==> config.mk <==
export PLATFORM = sky130hd
export DESIGN_NAME = playfair_decipher_flat
export DESIGN_NICKNAME = d
export VERILOG_FILES = /design/src/design/pfd_pkg.sv /design/src/design/pfd_in_if.sv /design/src/design/pfd_out_if.sv /design/src/design/pfd_ctrl.sv /design/src/design/pfd_dp.sv /design/src/design/playfair_decipher.sv /design/src/flat_wrapper.sv
export SDC_FILE = /design/constraint.sdc
export NUM_CORES = 1
export LEC_CHECK = 0
export BUFFER_PORTS_ARGS = -buffer_cell sky130_fd_sc_hd__buf_2
export CORE_ASPECT_RATIO = 1.25
export CORE_UTILIZATION = 60
export CTS_CLUSTER_SIZE = 16
export DETAILED_ROUTE_END_ITERATION = 8
export GPL_ROUTABILITY_DRIVEN = 0
export HOLD_SLACK_MARGIN = 0.05
export PLACE_DENSITY = 0.73
export SETUP_SLACK_MARGIN = 0.02
export SLEW_MARGIN = 40
export SYNTH_ARGS = -nofsm -noshare
export SYNTH_HDL_FRONTEND = slang
export SYNTH_HIERARCHICAL = 1
export SYNTH_SLANG_ARGS = --single-unit
==> constraint.sdc <==
create_clock -name clk_i -period 7.6 [get_ports clk_i]
set_clock_uncertainty 0.05 [all_clocks]
set_input_delay 0 -clock clk_i [delete_from_list [all_inputs] [get_ports clk_i]]
set_output_delay 0 -clock clk_i [all_outputs]
set_load 0.02 [all_outputs]
==> src/design/pfd_pkg.sv <==
// Shared constants, types and square-geometry functions for the Playfair decipher engine.
package pfd_pkg;

  localparam int unsigned SquareSide = 5;
  localparam int unsigned Cells      = SquareSide * SquareSide;
  localparam int unsigned NumLetters = 26;
  localparam int unsigned PosW       = $clog2(Cells);
  localparam int unsigned RowW       = $clog2(SquareSide);
  localparam int unsigned IdxW       = $clog2(NumLetters);

  localparam logic [IdxW-1:0] IdxJ       = IdxW'(9);
  localparam logic [IdxW-1:0] IdxX       = IdxW'(23);
  localparam logic [IdxW-1:0] IdxLast    = IdxW'(NumLetters - 1);
  localparam logic [PosW-1:0] CellsFull  = PosW'(Cells);
  localparam logic [6:0]      AsciiUpperA = 7'h41;
  localparam logic [7:0]      ByteUpperA  = 8'h41;
  localparam logic [7:0]      ByteUpperZ  = 8'h5A;
  localparam logic [7:0]      ByteLowerA  = 8'h61;
  localparam logic [7:0]      ByteLowerZ  = 8'h7A;
  localparam logic [7:0]      CaseOffset  = 8'h20;

  typedef enum logic [1:0] {
    CMD_CLEAR   = 2'd0,
    CMD_KEY     = 2'd1,
    CMD_END_KEY = 2'd2,
    CMD_CIPHER  = 2'd3
  } cmd_e;

  typedef enum logic [3:0] {
    ST_IDLE,
    ST_DISPATCH,
    ST_FILL,
    ST_LPA,
    ST_LPB,
    ST_TGT,
    ST_SQ1,
    ST_SQ2,
    ST_RES1,
    ST_RES2
  } state_e;

  // Status from datapath to controller
  typedef struct packed {
    cmd_e       cmd;
    logic [1:0] num_pairs;
    logic       walk_done;
    logic       slot_free;
  } pfd_sts_t;

  // Commands from controller to datapath
  typedef struct packed {
    logic accept;
    logic dispatch;
    logic walk_step;
    logic lp_rd_a;
    logic lp_rd_b;
    logic tgt;
    logic sq_rd1;
    logic sq_rd2;
    logic load_res1;
    logic load_res2;
    logic res_last;
    logic load_pair2;
  } pfd_cmd_t;

  // Row of a place in the square
  function automatic logic [RowW-1:0] pos_row(logic [PosW-1:0] pos);
    logic [RowW-1:0] row;
    row = '0;
    for (int r = 1; r < SquareSide; r++) begin
      if (pos >= PosW'(r * SquareSide)) row = RowW'(r);
    end
    return row;
  endfunction

  // Column of a place in the square
  function automatic logic [RowW-1:0] pos_col(logic [PosW-1:0] pos);
    logic [PosW-1:0] base;
    logic [PosW-1:0] diff;
    base = PosW'(PosW'(pos_row(pos)) * PosW'(SquareSide));
    diff = pos - base;
    return diff[RowW-1:0];
  endfunction

  // Place from row and column
  function automatic logic [PosW-1:0] rc_pos(logic [RowW-1:0] row, logic [RowW-1:0] col);
    return PosW'(PosW'(row) * PosW'(SquareSide) + PosW'(col));
  endfunction

  // Step one row or column back, with wrap
  function automatic logic [RowW-1:0] wrap_dec(logic [RowW-1:0] v);
    return (v == '0) ? RowW'(SquareSide - 1) : RowW'(v - 1'b1);
  endfunction

endpackage

==> src/design/pfd_in_if.sv <==
// Input channel: command, letter and message-end marker with valid/ready.
interface pfd_in_if;
  logic       valid;
  logic       ready;
  logic [1:0] command;
  logic [7:0] letter;
  logic       final_letter;

  modport source (output valid, command, letter, final_letter, input ready);
  modport sink   (input valid, command, letter, final_letter, output ready);
endinterface

==> src/design/pfd_out_if.sv <==
// Output channel: plaintext letter results with valid/ready.
interface pfd_out_if;
  logic       valid;
  logic       ready;
  logic [6:0] plain_letter;
  logic       not_in_square;
  logic       last_of_run;

  modport source (output valid, plain_letter, not_in_square, last_of_run, input ready);
  modport sink   (input valid, plain_letter, not_in_square, last_of_run, output ready);
endinterface

==> src/design/pfd_ctrl.sv <==
// Controller state machine sequencing key fill and digraph decoding.
module pfd_ctrl (
  input  logic             clk_i,
  input  logic             rst_ni,
  input  logic             in_valid_i,
  output logic             in_ready_o,
  input  pfd_pkg::pfd_sts_t sts_i,
  output pfd_pkg::pfd_cmd_t cmd_o
);

  pfd_pkg::state_e state_q, state_d;
  logic two_q, two_d;
  logic second_q, second_d;

  // Next state
  always_comb begin
    state_d = state_q;
    case (state_q)
      pfd_pkg::ST_IDLE: begin
        if (in_valid_i) state_d = pfd_pkg::ST_DISPATCH;
      end
      pfd_pkg::ST_DISPATCH: begin
        case (sts_i.cmd)
          pfd_pkg::CMD_END_KEY: state_d = pfd_pkg::ST_FILL;
          pfd_pkg::CMD_CIPHER: begin
            state_d = (sts_i.num_pairs != 2'd0) ? pfd_pkg::ST_LPA : pfd_pkg::ST_IDLE;
          end
          default: state_d = pfd_pkg::ST_IDLE;
        endcase
      end
      pfd_pkg::ST_FILL: begin
        if (sts_i.walk_done) state_d = pfd_pkg::ST_IDLE;
      end
      pfd_pkg::ST_LPA: state_d = pfd_pkg::ST_LPB;
      pfd_pkg::ST_LPB: state_d = pfd_pkg::ST_TGT;
      pfd_pkg::ST_TGT: state_d = pfd_pkg::ST_SQ1;
      pfd_pkg::ST_SQ1: state_d = pfd_pkg::ST_SQ2;
      pfd_pkg::ST_SQ2: state_d = pfd_pkg::ST_RES1;
      pfd_pkg::ST_RES1: begin
        if (sts_i.slot_free) state_d = pfd_pkg::ST_RES2;
      end
      pfd_pkg::ST_RES2: begin
        if (sts_i.slot_free) begin
          state_d = (two_q && !second_q) ? pfd_pkg::ST_LPA : pfd_pkg::ST_IDLE;
        end
      end
      default: state_d = pfd_pkg::ST_IDLE;
    endcase
  end

  // Outputs
  always_comb begin
    cmd_o      = '0;
    in_ready_o = 1'b0;
    two_d      = two_q;
    second_d   = second_q;
    case (state_q)
      pfd_pkg::ST_IDLE: begin
        in_ready_o   = 1'b1;
        cmd_o.accept = in_valid_i;
      end
      pfd_pkg::ST_DISPATCH: begin
        cmd_o.dispatch = 1'b1;
        two_d          = (sts_i.num_pairs == 2'd2);
        second_d       = 1'b0;
      end
      pfd_pkg::ST_FILL: cmd_o.walk_step = 1'b1;
      pfd_pkg::ST_LPA:  cmd_o.lp_rd_a   = 1'b1;
      pfd_pkg::ST_LPB:  cmd_o.lp_rd_b   = 1'b1;
      pfd_pkg::ST_TGT:  cmd_o.tgt       = 1'b1;
      pfd_pkg::ST_SQ1:  cmd_o.sq_rd1    = 1'b1;
      pfd_pkg::ST_SQ2:  cmd_o.sq_rd2    = 1'b1;
      pfd_pkg::ST_RES1: cmd_o.load_res1 = sts_i.slot_free;
      pfd_pkg::ST_RES2: begin
        cmd_o.load_res2  = sts_i.slot_free;
        cmd_o.res_last   = !two_q || second_q;
        cmd_o.load_pair2 = sts_i.slot_free && two_q && !second_q;
        if (cmd_o.load_pair2) second_d = 1'b1;
      end
      default: cmd_o = '0;
    endcase
  end

  // Hold state
  always_ff @(posedge clk_i or negedge rst_ni) begin
    if (!rst_ni) begin
      state_q  <= pfd_pkg::ST_IDLE;
      two_q    <= 1'b0;
      second_q <= 1'b0;
    end else begin
      state_q  <= state_d;
      two_q    <= two_d;
      second_q <= second_d;
    end
  end

endmodule

==> src/design/pfd_dp.sv <==
// Datapath: key square tables, pending letter, digraph geometry and result register.
module pfd_dp (
  input  logic              clk_i,
  input  logic              rst_ni,
  input  logic [1:0]        command_i,
  input  logic [7:0]        letter_i,
  input  logic              final_letter_i,
  input  logic              out_ready_i,
  output logic              out_valid_o,
  output logic [6:0]        plain_letter_o,
  output logic              not_in_square_o,
  output logic              last_of_run_o,
  input  pfd_pkg::pfd_cmd_t cmd_i,
  output pfd_pkg::pfd_sts_t sts_o
);

  localparam int unsigned PosW = pfd_pkg::PosW;
  localparam int unsigned RowW = pfd_pkg::RowW;
  localparam int unsigned IdxW = pfd_pkg::IdxW;

  // Tables: letters by place, places by letter
  logic [IdxW-1:0] sq_mem [pfd_pkg::Cells];
  logic [PosW-1:0] lp_mem [pfd_pkg::NumLetters];
  logic [IdxW-1:0] sq_rdata_q;
  logic [PosW-1:0] lp_rdata_q;

  // Latched input transaction
  pfd_pkg::cmd_e   cmd_q;
  logic            lv_q;
  logic [IdxW-1:0] li_q;
  logic            fin_q;

  // Square state
  logic [pfd_pkg::NumLetters-1:0] seen_q;
  logic [PosW-1:0]                fill_q;
  logic [IdxW-1:0]                pend_q;
  logic                           pv_q;
  logic [IdxW-1:0]                walk_q;

  // Pair decode registers
  logic [IdxW-1:0] op_a_q, op_b_q;
  logic [PosW-1:0] pos_a_q;
  logic [PosW-1:0] t1_q, t2_q;
  logic            e1_q, e2_q;
  logic [IdxW-1:0] l1_q;

  // Result register
  logic       out_valid_q;
  logic [6:0] plain_q;
  logic       nis_q;
  logic       last_q;

  // Fold input byte to a letter index
  logic [7:0]      up_byte;
  logic            in_lv;
  logic [7:0]      in_off;
  always_comb begin
    up_byte = letter_i;
    if (letter_i >= pfd_pkg::ByteLowerA && letter_i <= pfd_pkg::ByteLowerZ) begin
      up_byte = letter_i - pfd_pkg::CaseOffset;
    end
    in_lv  = (up_byte >= pfd_pkg::ByteUpperA) && (up_byte <= pfd_pkg::ByteUpperZ);
    in_off = up_byte - pfd_pkg::ByteUpperA;
  end

  // Latch the accepted transaction
  always_ff @(posedge clk_i) begin
    if (cmd_i.accept) begin
      cmd_q <= pfd_pkg::cmd_e'(command_i);
      lv_q  <= in_lv;
      li_q  <= in_off[IdxW-1:0];
      fin_q <= final_letter_i;
    end
  end

  // Pair plan for a cipher letter
  logic [1:0]      np;
  logic [IdxW-1:0] a1, b1;
  logic            pv_nx;
  logic [IdxW-1:0] pend_nx;
  always_comb begin
    np      = 2'd0;
    a1      = pend_q;
    b1      = pfd_pkg::IdxX;
    pv_nx   = pv_q;
    pend_nx = pend_q;
    if (!lv_q) begin
      if (fin_q && pv_q) begin
        np    = 2'd1;
        pv_nx = 1'b0;
      end
    end else if (!pv_q) begin
      if (fin_q) begin
        np = 2'd1;
        a1 = li_q;
      end else begin
        pend_nx = li_q;
        pv_nx   = 1'b1;
      end
    end else if (pend_q == li_q) begin
      np = fin_q ? 2'd2 : 2'd1;
      if (fin_q) pv_nx = 1'b0;
    end else begin
      np    = 2'd1;
      b1    = li_q;
      pv_nx = 1'b0;
    end
  end

  // Append one letter to the square
  logic            app_req;
  logic [IdxW-1:0] app_idx;
  logic            app_en;
  always_comb begin
    app_req = cmd_i.walk_step ||
              (cmd_i.dispatch && cmd_q == pfd_pkg::CMD_KEY && lv_q);
    app_idx = cmd_i.walk_step ? walk_q : li_q;
    app_en  = app_req && (app_idx != pfd_pkg::IdxJ) && !seen_q[app_idx] &&
              (fill_q < pfd_pkg::CellsFull);
  end

  // Square control state
  always_ff @(posedge clk_i or negedge rst_ni) begin
    if (!rst_ni) begin
      seen_q <= '0;
      fill_q <= '0;
      pend_q <= '0;
      pv_q   <= 1'b0;
    end else if (cmd_i.dispatch && cmd_q == pfd_pkg::CMD_CLEAR) begin
      seen_q <= '0;
      fill_q <= '0;
      pend_q <= '0;
      pv_q   <= 1'b0;
    end else begin
      if (app_en) begin
        seen_q[app_idx] <= 1'b1;
        fill_q          <= fill_q + 1'b1;
      end
      if (cmd_i.dispatch && cmd_q == pfd_pkg::CMD_CIPHER) begin
        pend_q <= pend_nx;
        pv_q   <= pv_nx;
      end
    end
  end

  // Walk over the alphabet for end of key
  always_ff @(posedge clk_i) begin
    if (cmd_i.dispatch) walk_q <= '0;
    else if (cmd_i.walk_step) walk_q <= walk_q + 1'b1;
  end

  // Table writes
  always_ff @(posedge clk_i) begin
    if (app_en) begin
      sq_mem[fill_q]  <= app_idx;
      lp_mem[app_idx] <= fill_q;
    end
  end

  // Table reads, registered
  always_ff @(posedge clk_i) begin
    if (cmd_i.lp_rd_a || cmd_i.lp_rd_b) begin
      lp_rdata_q <= lp_mem[cmd_i.lp_rd_a ? op_a_q : op_b_q];
    end
    if (cmd_i.sq_rd1 || cmd_i.sq_rd2) begin
      sq_rdata_q <= sq_mem[cmd_i.sq_rd1 ? t1_q : t2_q];
    end
  end

  // Pair operands
  always_ff @(posedge clk_i) begin
    if (cmd_i.dispatch) begin
      op_a_q <= a1;
      op_b_q <= b1;
    end else if (cmd_i.load_pair2) begin
      op_a_q <= li_q;
      op_b_q <= pfd_pkg::IdxX;
    end
  end

  // Target places of the two plaintext letters
  logic            perr;
  logic [PosW-1:0] pa, pb, t1, t2;
  logic [RowW-1:0] ra, ca, rb, cb;
  always_comb begin
    perr = !seen_q[op_a_q] || !seen_q[op_b_q];
    pa   = perr ? '0 : pos_a_q;
    pb   = perr ? '0 : lp_rdata_q;
    ra   = pfd_pkg::pos_row(pa);
    ca   = pfd_pkg::pos_col(pa);
    rb   = pfd_pkg::pos_row(pb);
    cb   = pfd_pkg::pos_col(pb);
    if (ra == rb) begin
      t1 = pfd_pkg::rc_pos(ra, pfd_pkg::wrap_dec(ca));
      t2 = pfd_pkg::rc_pos(rb, pfd_pkg::wrap_dec(cb));
    end else if (ca == cb) begin
      t1 = pfd_pkg::rc_pos(pfd_pkg::wrap_dec(ra), ca);
      t2 = pfd_pkg::rc_pos(pfd_pkg::wrap_dec(rb), cb);
    end else begin
      t1 = pfd_pkg::rc_pos(ra, cb);
      t2 = pfd_pkg::rc_pos(rb, ca);
    end
  end

  always_ff @(posedge clk_i) begin
    if (cmd_i.lp_rd_b) pos_a_q <= lp_rdata_q;
    if (cmd_i.tgt) begin
      t1_q <= t1;
      t2_q <= t2;
      e1_q <= perr || (t1 >= fill_q);
      e2_q <= perr || (t2 >= fill_q);
    end
    if (cmd_i.sq_rd2) l1_q <= sq_rdata_q;
  end

  // Result register
  always_ff @(posedge clk_i or negedge rst_ni) begin
    if (!rst_ni) begin
      out_valid_q <= 1'b0;
    end else if (cmd_i.load_res1 || cmd_i.load_res2) begin
      out_valid_q <= 1'b1;
    end else if (out_ready_i) begin
      out_valid_q <= 1'b0;
    end
  end

  always_ff @(posedge clk_i) begin
    if (cmd_i.load_res1) begin
      plain_q <= e1_q ? '0 : pfd_pkg::AsciiUpperA + 7'(l1_q);
      nis_q   <= e1_q;
      last_q  <= 1'b0;
    end else if (cmd_i.load_res2) begin
      plain_q <= e2_q ? '0 : pfd_pkg::AsciiUpperA + 7'(sq_rdata_q);
      nis_q   <= e2_q;
      last_q  <= cmd_i.res_last;
    end
  end

  assign out_valid_o     = out_valid_q;
  assign plain_letter_o  = plain_q;
  assign not_in_square_o = nis_q;
  assign last_of_run_o   = last_q;

  always_comb begin
    sts_o           = '0;
    sts_o.cmd       = cmd_q;
    sts_o.num_pairs = np;
    sts_o.walk_done = (walk_q == pfd_pkg::IdxLast);
    sts_o.slot_free = !out_valid_q || out_ready_i;
  end

endmodule

==> src/design/playfair_decipher.sv <==
// Top level of the Playfair decipher engine: controller, datapath and channel ports.
//
//   channel   | dir | payload                                      | handshake
//   cipher_i  | in  | command, letter, final_letter                 | valid/ready
//   plain_o   | out | plain_letter, not_in_square, last_of_run      | valid/ready
//
// Clear, key letter and a cipher letter that only waits for its partner end after
// dispatch. End of key walks the alphabet, one step per letter. A digraph reads two
// places, forms targets, reads two letters and loads two results via the single read
// port of each key table. Reset empties the square; unwritten table reads are masked.
// A stalled result holds in the output register; the sequencer waits on it.
module playfair_decipher (
  input logic     clk_i,
  input logic     rst_ni,
  pfd_in_if.sink  cipher_i,
  pfd_out_if.source plain_o
);

  pfd_pkg::pfd_sts_t sts;
  pfd_pkg::pfd_cmd_t cmd;

  pfd_ctrl u_ctrl (
    .clk_i      (clk_i),
    .rst_ni     (rst_ni),
    .in_valid_i (cipher_i.valid),
    .in_ready_o (cipher_i.ready),
    .sts_i      (sts),
    .cmd_o      (cmd)
  );

  pfd_dp u_dp (
    .clk_i           (clk_i),
    .rst_ni          (rst_ni),
    .command_i       (cipher_i.command),
    .letter_i        (cipher_i.letter),
    .final_letter_i  (cipher_i.final_letter),
    .out_ready_i     (plain_o.ready),
    .out_valid_o     (plain_o.valid),
    .plain_letter_o  (plain_o.plain_letter),
    .not_in_square_o (plain_o.not_in_square),
    .last_of_run_o   (plain_o.last_of_run),
    .cmd_i           (cmd),
    .sts_o           (sts)
  );

  // A result is loaded only into a free output slot
  assert property (@(posedge clk_i) disable iff (!rst_ni)
    (cmd.load_res1 || cmd.load_res2) |-> sts.slot_free)
    else $error("result loaded over an untaken result");

  // No second transaction is taken right after one
  assert property (@(posedge clk_i) disable iff (!rst_ni)
    (cipher_i.valid && cipher_i.ready) |=> !cipher_i.ready)
    else $error("input taken while busy");

  // At most one sequencer step per cycle
  assert property (@(posedge clk_i) disable iff (!rst_ni)
    $onehot0({cmd.accept, cmd.dispatch, cmd.walk_step, cmd.lp_rd_a, cmd.lp_rd_b,
              cmd.tgt, cmd.sq_rd1, cmd.sq_rd2, cmd.load_res1, cmd.load_res2}))
    else $error("overlapping sequencer steps");

  // The second pair is set up only together with the first pair's last result
  assert property (@(posedge clk_i) disable iff (!rst_ni)
    cmd.load_pair2 |-> (cmd.load_res2 && !cmd.res_last))
    else $error("second digraph started out of turn");

endmodule

==> src/flat_wrapper.sv <==
// flat-port wrapper written by rule: the top's interface ports become plain ports
module playfair_decipher_flat 
  (clk_i, rst_ni, cipher_i_valid, cipher_i_command, cipher_i_letter, cipher_i_final_letter, cipher_i_ready, plain_o_valid, plain_o_plain_letter, plain_o_not_in_square, plain_o_last_of_run, plain_o_ready);
  pfd_in_if cipher_i_i ();
  pfd_out_if plain_o_i ();
  input logic clk_i;
  input logic rst_ni;
  input wire logic [$bits(cipher_i_i.valid)-1:0] cipher_i_valid;
  input wire logic [$bits(cipher_i_i.command)-1:0] cipher_i_command;
  input wire logic [$bits(cipher_i_i.letter)-1:0] cipher_i_letter;
  input wire logic [$bits(cipher_i_i.final_letter)-1:0] cipher_i_final_letter;
  output wire logic [$bits(cipher_i_i.ready)-1:0] cipher_i_ready;
  output wire logic [$bits(plain_o_i.valid)-1:0] plain_o_valid;
  output wire logic [$bits(plain_o_i.plain_letter)-1:0] plain_o_plain_letter;
  output wire logic [$bits(plain_o_i.not_in_square)-1:0] plain_o_not_in_square;
  output wire logic [$bits(plain_o_i.last_of_run)-1:0] plain_o_last_of_run;
  input wire logic [$bits(plain_o_i.ready)-1:0] plain_o_ready;
  assign cipher_i_i.valid = cipher_i_valid;
  assign cipher_i_i.command = cipher_i_command;
  assign cipher_i_i.letter = cipher_i_letter;
  assign cipher_i_i.final_letter = cipher_i_final_letter;
  assign cipher_i_ready = cipher_i_i.ready;
  assign plain_o_valid = plain_o_i.valid;
  assign plain_o_plain_letter = plain_o_i.plain_letter;
  assign plain_o_not_in_square = plain_o_i.not_in_square;
  assign plain_o_last_of_run = plain_o_i.last_of_run;
  assign plain_o_i.ready = plain_o_ready;
  playfair_decipher u_core (.clk_i(clk_i), .rst_ni(rst_ni), .cipher_i(cipher_i_i), .plain_o(plain_o_i));
endmodule
# After elaboration in Yosys (flattened, before gate mapping)
# Memory sizes are Yosys's and may differ from the RTL's. A register that Yosys moved wholly into a read port is not among the register bits.
# Cells that the tools add are included.
# word_totals
ff_bits	99
ramBits	255
inputBits	15
word_cells	234
mem_count	2
# mem_list
memory	depth	width	rd	rd_ports_with_merged_regs	write_ports	line_no	source
u_core.u_dp.lp_mem	26	5	1	1	1	pfd_dp.sv:23	logic [PosW-1:0] lp_mem [pfd_pkg::NumLetters];
u_core.u_dp.sq_mem	25	5	1	1	1	pfd_dp.sv:22	logic [IdxW-1:0] sq_mem [pfd_pkg::Cells];
# op_classes
addsub	18
mul	4
magnitude_cmp	19
eq_ne	25
muxes	93
n_bitwise	1
n_reduce_logical	48
# op_table
operator	count
2-to-1 mux 5 bit	26
2-to-1 mux 26 bit	2
case mux 4 bit (10 select lines)	1
2-to-1 mux 3 bit	11
2-to-1 mux 1 bit	32
adder 5 x 3 -> 5 bit	6
2-to-1 mux 7 bit	4
OR 26 bit	1
>= comparator 5 x 4 -> 1 bit (second input constant)	4
multiplier 3 x 3 -> 5 bit (second input constant)	4
< comparator 5 x 6 -> 1 bit (second input constant)	3
== test 4 x 3 -> 1 bit (second input constant)	4
>= comparator 8 x 7 -> 1 bit (second input constant)	2
<= comparator 8 x 7 -> 1 bit (second input constant)	2
2-to-1 mux 4 bit	4
nonzero test 2 bit	8
binary-select mux 1 bit (select 5 bit)	3
adder 7 x 5 -> 7 bit (first input constant)	2
logical AND 1 bit	14
logical NOT 3 bit	4
2-to-1 mux 2 bit	6
subtractor 3 x 1 -> 3 bit (second input constant)	4
adder 5 x 1 -> 5 bit (second input constant)	2
>= comparator 5 x 3 -> 1 bit (second input constant)	2
29 further kinds	57

# Longest topological paths before layout
# Gate-level depths: netlist (run 1).
# depth
ltp_word	18
ltp_mapped	27
mapped_depth_nobuf	25

# By module
# Netlist (run 1), hierarchy kept.
# by_module_without_submodules
module	n_inst	cells_per_inst	area_per_inst_um2
pfd_dp	1	1230	17287.8
pfd_ctrl	1	65	523.0

# Worst setup path before layout (run 1)
# OpenSTA, ideal clock, no wires.
# synth_timing
path_kind	register to register
startpoint	reg u_core.u_dp.op_b_q[0]
endpoint	reg u_core.u_dp.e1_q, data pin
setup_ns	0.267
arrival_time_ns	5.330
required_time_ns	7.283
slack_ns	1.952
path_stages_with_launch	25
path_buffers	2
period_less_slack_ns	5.648
cell_sequence	edfxtp_1 > buf_6 > mux4_2 > mux2_2 > and3_4 > o32ai_2 > clkbuf_1 > nor2_1 > nand2_1 > inv_1 > ha_1 > fa_1 > xor2_1 > nand2_1 > nor4b_2 > o211ai_1 > and3_1 > ha_1 > nand2b_1 > a21oi_1 > nor2b_1 > o21ai_0 > nand2b_1 > a21oi_1 > nand2_1
# synth_via
elab_chain_len	18
elab_cells_between_ends	42
# synth_rtl
item	line_no	source
start: declaration	pfd_dp.sv:41	logic [IdxW-1:0] op_a_q, op_b_q;
start signal: assignment	pfd_dp.sv:177	op_b_q <= pfd_pkg::IdxX;
binary-select mux 1 bit (select 5 bit) *	pfd_dp.sv:186	perr = !seen_q[op_a_q] || !seen_q[op_b_q];
2-to-1 mux 1 bit (implied by the code) *	pfd_dp.sv:186	
logical NOT 1 bit *	pfd_dp.sv:186	
logical OR 1 bit *	pfd_dp.sv:186	
2-to-1 mux 5 bit	pfd_dp.sv:187	pa = perr ? '0 : pos_a_q;
>= comparator 5 x 3 -> 1 bit	pfd_pkg.sv:71	if (pos >= PosW'(r * SquareSide)) row = RowW'(r);
2-to-1 mux 1 bit	pfd_pkg.sv:71	
2-to-1 mux 3 bit (3 in a row)	pfd_pkg.sv:71	
multiplier 3 x 3 -> 5 bit (tied with other cells)	pfd_pkg.sv:87	return PosW'(PosW'(row) * PosW'(SquareSide) + PosW'(col));
subtractor 3 bit / 2-to-1 mux 3 bit (equally long branches)	pfd_pkg.sv:81, pfd_pkg.sv:92	
subtractor 3 x 1 -> 3 bit (tied with other cells)	pfd_pkg.sv:92	return (v == '0) ? RowW'(SquareSide - 1) : RowW'(v - 1'b1);
2-to-1 mux 3 bit / adder 5 x 3 -> 5 bit (equally long branches)	pfd_pkg.sv:92, pfd_pkg.sv:87	
adder 5 x 3 -> 5 bit / 2-to-1 mux 5 bit (equally long branches)	pfd_pkg.sv:87, pfd_dp.sv:196	
2-to-1 mux 5 bit	pfd_dp.sv:193	if (ra == rb) begin
>= comparator 5 bit	pfd_dp.sv:210	e1_q <= perr || (t1 >= fill_q);
logical OR 1 bit *	pfd_dp.sv:210	
end signal: assignment	pfd_dp.sv:210	
end: declaration	pfd_dp.sv:44	logic e1_q, e2_q;
# Every way passes the cells marked *; elsewhere a longest branch is shown, timed or not. The select of a mux whose other input is x is not followed.
# A chain may end at the register's enable or synchronous reset.

# Final worst setup path (run 1)
# layout_timing
startpoint	reg u_core.u_dp.op_b_q[0]
endpoint	reg u_core.u_dp.e2_q, data pin
# layout_via
elab_chain_len	18
elab_cells_between_ends	42
# layout_rtl
item	line_no	source
binary-select mux 1 bit (select 5 bit) *	pfd_dp.sv:186	
2-to-1 mux 1 bit (implied by the code) *	pfd_dp.sv:186	
logical NOT 1 bit *	pfd_dp.sv:186	
logical OR 1 bit *	pfd_dp.sv:186	
2-to-1 mux 5 bit	pfd_dp.sv:188	pb = perr ? '0 : lp_rdata_q;
>= comparator 5 x 3 -> 1 bit	pfd_pkg.sv:71	
2-to-1 mux 1 bit	pfd_pkg.sv:71	
2-to-1 mux 3 bit (3 in a row)	pfd_pkg.sv:71	
multiplier 3 x 3 -> 5 bit (tied with other cells)	pfd_pkg.sv:87	
subtractor 3 bit / 2-to-1 mux 3 bit (equally long branches)	pfd_pkg.sv:81, pfd_pkg.sv:92	
subtractor 3 x 1 -> 3 bit (tied with other cells)	pfd_pkg.sv:92	
2-to-1 mux 3 bit / adder 5 x 3 -> 5 bit (equally long branches)	pfd_pkg.sv:92, pfd_pkg.sv:87	
adder 5 x 3 -> 5 bit / 2-to-1 mux 5 bit (equally long branches)	pfd_pkg.sv:87, pfd_dp.sv:196	
2-to-1 mux 5 bit *	pfd_dp.sv:193	
via u_core.u_dp.t2[4]	pfd_dp.sv:183	logic [PosW-1:0] pa, pb, t1, t2;
>= comparator 5 bit *	pfd_dp.sv:211	e2_q <= perr || (t2 >= fill_q);
logical OR 1 bit *	pfd_dp.sv:211	
end signal: assignment	pfd_dp.sv:211	
end: declaration	pfd_dp.sv:44	
# Mark *: on every way through the listed nets, which the timed path passes. The rest lies on a longest branch. The select of a mux whose other input is x is not followed.

==> results of run 1 <==
-- path summary, 6_finish.rpt --
check	start	to	cells past startpoint
max	u_core/u_dp/op_b_q[0]	u_core/u_dp/e2_q	22
min	cipher_i_command[0]	u_core/u_dp/cmd_q[0]	2
max reg2reg	u_core/u_dp/op_b_q[0]	u_core/u_dp/e2_q	22
min reg2reg	u_core/u_dp/sq_rdata_q[1]	u_core/u_dp/l1_q[1]	0
max in group asynchronous	rst_ni	u_core/u_dp/fill_q[1]	4
min in group asynchronous	rst_ni	u_core/u_ctrl/two_q	4
-- cell families (layout without fill, tap and decap cells) --
kind of cell	count (synthesis)	count (layout)	share of synthesized area [%]
AO/OA/AOI/OAI	209	209	8.563
other	1	7	0.02105
XOR/XNOR	40	40	2.051
AND/OR/NAND/NOR	381	381	10.74
adder cells (fa/ha/maj)	63	63	4.728
flip-flops	364	364	59.80
buffers and inverters	113	184	2.606
multiplexers	124	124	11.49
-- cell type report --
type / count / area (sq um) / share of cell area, %
clock buffers: 51 / 1061 / 5.323
clock inverters: 15 / 141.4 / 0.7093
inverters: 49 / 185.2 / 0.9290
multi-input cells: 824 / 6877 / 34.50
flip-flops and latches: 364 / 10650 / 53.43
well taps: 396 / 495.5 / 2.486
repair buffers: 69 / 523.0 / 2.624
-- per-layer routing --
metal | part of all wire, % | vias up
li1 | - | 5083
met1 | 40 | 5506
met2 | 51 | 384
met3 | 5.3 | 102
met4 | 3.6 | 0
met5 | 0 | -
-- power groups by stage --
stage | sequential, mW | clock, mW | combinational [mW]
4_1_cts | 2.83 | 1.81 | 2.28
3_5_place_dp | 2.88 | 0 | 2.25
6_report | 2.84 | 1.79 | 2.31
5_1_grt | 2.87 | 1.89 | 2.51
2_1_floorplan | 2.78 | 0 | 1.63
3_3_place_gp | 2.87 | 0 | 2.19
-- sequential cells by signal, indices dropped and copies added, names as in the netlist, 7 cells and up --
signal / flops
u_core/u_dp/lp_mem: 130
u_core/u_dp/plain_letter_o: 7
u_core/u_dp/seen_q: 26
u_core/u_dp/sq_mem: 125
-- synthesized netlist by cell type (all sizes together) (18+ instances only) --
cell type	instances
edfxtp	314
nand2	106
nor2	75
mux4	61
ha	52
inv	48
dfrtp	44
nor3	43
clkbuf	42
mux2i	42
a21oi	34
o21ai	32
a211oi	30
nand3	30
and3	28
buf	22
xnor2	22
mux2	21
and2	20
nor2b	18
-- through the flow --
stage / hold WS [ps] / setup WS, ps
floorplan: -345.6 / 1952
global placement: 127.2 / 1580
detailed placement: -7.492 / 1281
CTS: 117.8 / 1266
global route: 133.9 / 1088
finish: 130.0 / 1427
==> results.md, run 1 <==
* Proportion of netlist area held by the largest area contributor at 52.94%
* Per-cell via count in the routed design at 6.264
* Number of maximum-capacitance violations at 0
* CTS H-tree depth at 2
* Final count of pins violating max slew at 0
* Sort of element at the end of the critical path: register
* Part of the power in registers at 41.0%
* WS Path Type: reg2reg
* Maximum number of pins on one net before global-route repair at 45
* Flip-flop and latch count after synthesis at 364
* Critical path buffer and inverter count at 3
* Number of placement rows at 70
* CP max FO at 16
* Final hold vios at 0
* Number of antenna violations at the first check in global routing at 0
* Warnings from Yosys at 6
* Hold_buf cts at 19
* Internal Power at 4.494 mW
* Final-report setup violation count at 0
* Dpl cells at 1683
* Number of top-level pins at 26
* Syn-to-layout area delta at 11.92%
* Peak-usage layer in the global routing report: met2
* Die outline area at 0.03038 sq mm
* Most used DFF post-synth: edfxtp_1
* Share of power burned in combinational logic at 33.2%
* Starting Density at 60.89%
* Avg Cell Area, Syn at 13.75 sq um
* Proportion of layout cells with a drive suffix above 1 at 17.93%
* Pwr Density at 348.0 mW/mm^2
* Clock Sink Count at 364
* Fill cell instance count of the final layout at 2096
* Class of the tightest hold or removal check: in2reg
* PnR Total Power at 6.937 mW
* Post-synthesis instance area at 0.01781 sq mm
* Instance area at placement at 0.01850 sq mm
* Most common library cell in the layout ignoring fill and taps: edfxtp_1
* Via count of the first global-routing pass at 11090
* Final critical path time including I/O delays and setup at 6173 ps
* CTS clock-pin slew for the worst setup and hold paths at 60 ps
* Net count of the finished layout at 1419
* Number of resized instances in the post-cts repair step at 0
* Relative contribution of the clock network to total power at 25.8%
* Worst slew margin relative to its limit at 41.95%
* Largest buffer count on any clock path at 3
* Antenna-violating nets left at 0
* Number of violations reported at the end of detailed-routing iteration 0 at 842
* Antenna diode count at 0
* Setup repair after global routing missed its margin: no
* Biggest area consumer among synthesized cells: edfxtp_1
* Max Freq at 162.0 MHz
* Result of the run: completed
* Synth area leaders: edfxtp_1 (53%), mux4_2 (7.7%), dfrtp_1 (6.2%), ha_1 (3.7%), mux2i_1 (2.2%)
* Post-Route Setup TNS at 0 ps
* Cell at the root of the clock tree: clkbuf_16
* GRT Residual Overflow at 0
* Critical path's most frequent cell: ha_1
* Nature of the critical path startpoint: register
* Port Buf Inserts at 25
* Reg-to-reg setup timing slack at 1430 ps
* Average wire per cell in the routed design at 22.26 um
* CP cell instances: mux4_2 -> mux2_2 -> and3_4 -> o32ai_2 -> buf_4 -> nor2_1 -> nand2_1 -> inv_1 -> ha_1 -> fa_1 -> xor2_1 -> inv_1 -> ha_1 -> ha_1 -> a21o_1 -> a21oi_1 -> xnor2_1 -> nor2_1 -> a2111oi_2 -> ha_1 -> a21oi_1 -> nand2_1
* Clock tree from TritonCTS: yes
* Net switching component of the power at 2.443 mW
* Peak supply drop at 227.9 uV
* DRC errors left at 0
* Lkg Pwr at 7.152 nW
* Fraction of met3 tracks used by global routing at 3.679%
* Die height at 194.6 um
* Share of flip-flops with an asynchronous set or reset at 12.09%
* Routed wire length at 39360 um
* HPWL Detailed at 26110 um
* Library cells used by synthesis at 90
* Core region area at 0.02925 sq mm
* Global-route wire length before repair at 61460 um
* Share of the cycle needed by the critical path after routing at 81.22%
* Non-Filler Instances at 1768
* Slowest cell on the critical path: edfxtp_1
* Switch share at 35.22%
* Post-layout utilization of the core at 68.14%
* Routed via count at 11080
* Post-synthesis sequential area ratio at 59.80%
* GRT Resource Usage Total at 26.74%
* Critical path data required time at 7780 ps
* Met1 GRT Util at 33.59%
* Setup Fix Bufs, Post-CTS at 0
* Transition time at the pin with the least slew margin at 864.2 ps
* Synthesized instance count at 1295
* Largest stage delay on the critical path at 700 ps
* Most frequent cells in the layout: edfxtp_1 (314), nand2_1 (105), nor2_1 (74)
* Number of buffers created by CTS at 36
* Worst endpoint data arrival time at 6360 ps
* Die Wd at 156.1 um
* Met2 Usage GRT at 46.64%
* Insertion delay to the later sink of the worst-skew pair at 530 ps
* Final instance area at 0.01993 sq mm
* Family of cells with the greatest summed delay on the critical path: adder cells
* Post-synth EDFFs at 314
* Pre-Repair DR Iteration Count at 5
Note: power is estimated with default switching activity, not from simulation.
==> run 2: changes to the inputs <==
Clock period 7.6 ns to 6.1 ns, I/O delays scaled along.
==> results.md, run 2 (synthesis gave the netlist of run 1 again) <==
* GRT Residual Overflow at 0 (unchanged)
* Setup repair after global routing missed its margin: no
* CTS H-tree depth at 2 (unchanged)
* Most frequent cells in the layout: edfxtp_1 (314), nand2_1 (106), nor2_1 (73)
* Number of violations reported at the end of detailed-routing iteration 0 at 930 (+10%)
* Final hold vios at 0 (unchanged)
* Port Buf Inserts at 25 (unchanged)
* Nature of the critical path startpoint: register
* Class of the tightest hold or removal check: in2reg
* Starting Density at 60.89% (unchanged)
* Routed wire length at 39940 um (+1.5%)
* Proportion of layout cells with a drive suffix above 1 at 19.40% (+1.5 points)
* Max reg flops at 130 (unchanged)
* Peak supply drop at 317.3 uV (+39%)
* Per-cell via count in the routed design at 6.305 (+0.65%)
* PnR Total Power at 8.574 mW (+24%)
* Post-layout utilization of the core at 68.82% (+0.68 points)
* Final count of pins violating max slew at 0 (unchanged)
* Max Freq at 176.2 MHz (+8.8%)
* Syn-to-layout area delta at 13.03%
* Registers with the most flip-flops: u_core/u_dp/lp_mem: 130 flops, u_core/u_dp/sq_mem: 125 flops, u_core/u_dp/seen_q: 26 flops
* Antenna diode count at 0 (unchanged)
* Hold Path Origin: cipher_i_command[0]
* Number of buffers created by CTS at 36 (unchanged)
* Transition time at the pin with the least slew margin at 799.9 ps (-64.24 ps)
* Die Wd at 156.1 um (unchanged)
* Number of top-level pins at 26 (unchanged)
* WS Path Type: reg2reg
* CP max FO at 9 (-7)
* Register containing the most flip-flops in the final layout: u_core/u_dp/lp_mem
* Final critical path time including I/O delays and setup at 5676 ps (-497.3 ps)
* Core region area at 0.02925 sq mm (unchanged)
* Share of the cycle needed by the critical path after routing at 93.05% (+12 points)
* Number of maximum-capacitance violations at 0 (unchanged)
* Path depth of the worst reg2reg path at 20 (-9.1%)
* Reg-to-reg setup timing slack at 420 ps (-1000 ps)
* Maximum number of pins on one net before global-route repair at 45 (unchanged)
* Clock tree from TritonCTS: yes
* Final instance area at 0.02013 sq mm (+0.99%)
* Die outline area at 0.03038 sq mm (unchanged)
* Die height at 194.6 um (unchanged)
* Worst slew margin relative to its limit at 46.67% (+4.7 points)
* Via count of the first global-routing pass at 11420 (+3.0%)
* Global-route wire length before repair at 63450 um (+3.2%)
* Post-Route Setup TNS at 0 ps (unchanged)
* GRT Resource Usage Total at 27.44% (+0.70 points)
* Result of the run: completed
* Most common library cell in the layout ignoring fill and taps: edfxtp_1
* Sort of element at the end of the critical path: register
* Pre-Repair DR Iteration Count at 5 (unchanged)
* Hold Path Cell Cnt at 2 (unchanged)
* Instance area at placement at 0.01876 sq mm (+1.4%)
* Clock Sink Count at 364 (unchanged)
* DRC errors left at 0 (unchanged)
* Insertion delay to the later sink of the worst-skew pair at 520 ps (about the same)
* Critical path data required time at 6310 ps (-1470 ps)
* Average wire per cell in the routed design at 22.15 um (-0.52%)
* Hold-critical path endpoint: u_core/u_dp/cmd_q[0]
* Largest buffer count on any clock path at 3 (unchanged)
* CTS clock-pin slew for the worst setup and hold paths at 60 ps (about the same)
* Routed via count at 11370 (+2.6%)
* Reg2reg start: u_core/u_dp/op_a_q[0]
* Number of placement rows at 70 (unchanged)
* Worst endpoint data arrival time at 5890 ps (-470 ps)
* Antenna-violating nets left at 0 (unchanged)
* Final-report setup violation count at 0 (unchanged)
* Net count of the finished layout at 1457 (+2.7%)
* Cell at the root of the clock tree: clkbuf_16
* Lkg Pwr at 7.325 nW (+2.4%)
* HPWL Detailed at 27530 um (+5.5%)
* Number of antenna violations at the first check in global routing at 0 (unchanged)
* Pwr Density at 425.9 mW/mm^2 (+22%)
* Worst r2r dst: u_core/u_dp/e2_q
run 2: cell types whose count changed in the layout (fill, tap and decap cells not counted), moves of 4 or more:
cell,delta
buf_4,+34
nor4_1,+4
clkbuf_8,-4
nor4_2,-4
clkinv_1,+7
run 2: worst max path at each step:
stage                                startpoint                to  slack (ps)  cells after the start
after floorplan           u_core/u_dp/op_b_q[0]  u_core/u_dp/e1_q         450                     24
after global placement    u_core/u_dp/op_b_q[0]  u_core/u_dp/e1_q         420                     23
after detailed placement  u_core/u_dp/op_b_q[0]  u_core/u_dp/e1_q         300                     23
after CTS                 u_core/u_dp/op_b_q[0]  u_core/u_dp/e1_q         210                     23
after global routing      u_core/u_dp/op_b_q[0]  u_core/u_dp/e2_q          50                     22
final                     u_core/u_dp/op_a_q[0]  u_core/u_dp/e2_q         420                     20
run 2: worst max-delay path: stages, from the launching register on:
cell	delay (ps)
edfxtp_1	660
mux2_2	390
a222oi_1	380
a211oi_1	190
o32a_2	310
buf_4	190
nand2b_1	130
inv_1	130
fa_1	480
xor2_1	270
inv_1	120
ha_1	330
ha_1	310
a21o_1	160
a21oi_1	170
xnor2_1	140
nor2_1	70
a2111oi_2	430
ha_1	300
a21oi_1	140
nand2_1	60
run 2: layer usage:
metal / GRT usage [%] / routed length [um]
met1: 34.89 / 15690
met3: 2.921 / 1928
met5: 0 / 0
met4: 11.55 / 1710
met2: 47.77 / 20610
run 2: power by group:
group,internal (mW),switching (mW),total (mW)
clock,1.22,0.893,2.11
combinational,1.14,1.80,2.94
sequential,3.20,0.327,3.53
total,5.56,3.02,8.57
run 2: what timing repair did:
| item | in CTS | in global routing |
|---|---|---|
| hold endpoints to repair | 65 | 0 |
| gates resized for setup | 0 | 2 |
| hold buffers | 18 | 0 |
| setup endpoints to repair | 0 | 2 |
| setup buffers | 0 | 4 |
run 2: stage by stage:
step           hold WS, ps  worst slack (ps)  cells
2_1_floorplan       -345.6             452.2   1301
3_3_place_gp         126.6             416.2   1713
3_5_place_dp        -4.443             300.4   1718
4_1_cts              132.2             214.9   1799
5_1_grt              153.8             49.72   1803
6_report             145.8             424.2   1803
run 2: area by class of cell:
type,instances,area [sq um]
Clock buffer,41,919.6
Clock inverter,22,201.4
Fill cell,2053,9121
Inverter,49,183.9
Multi-Input combinational cell,824,6849
Sequential cell,364,10650
Tap cell,396,495.5
Timing Repair Buffer,107,832.0
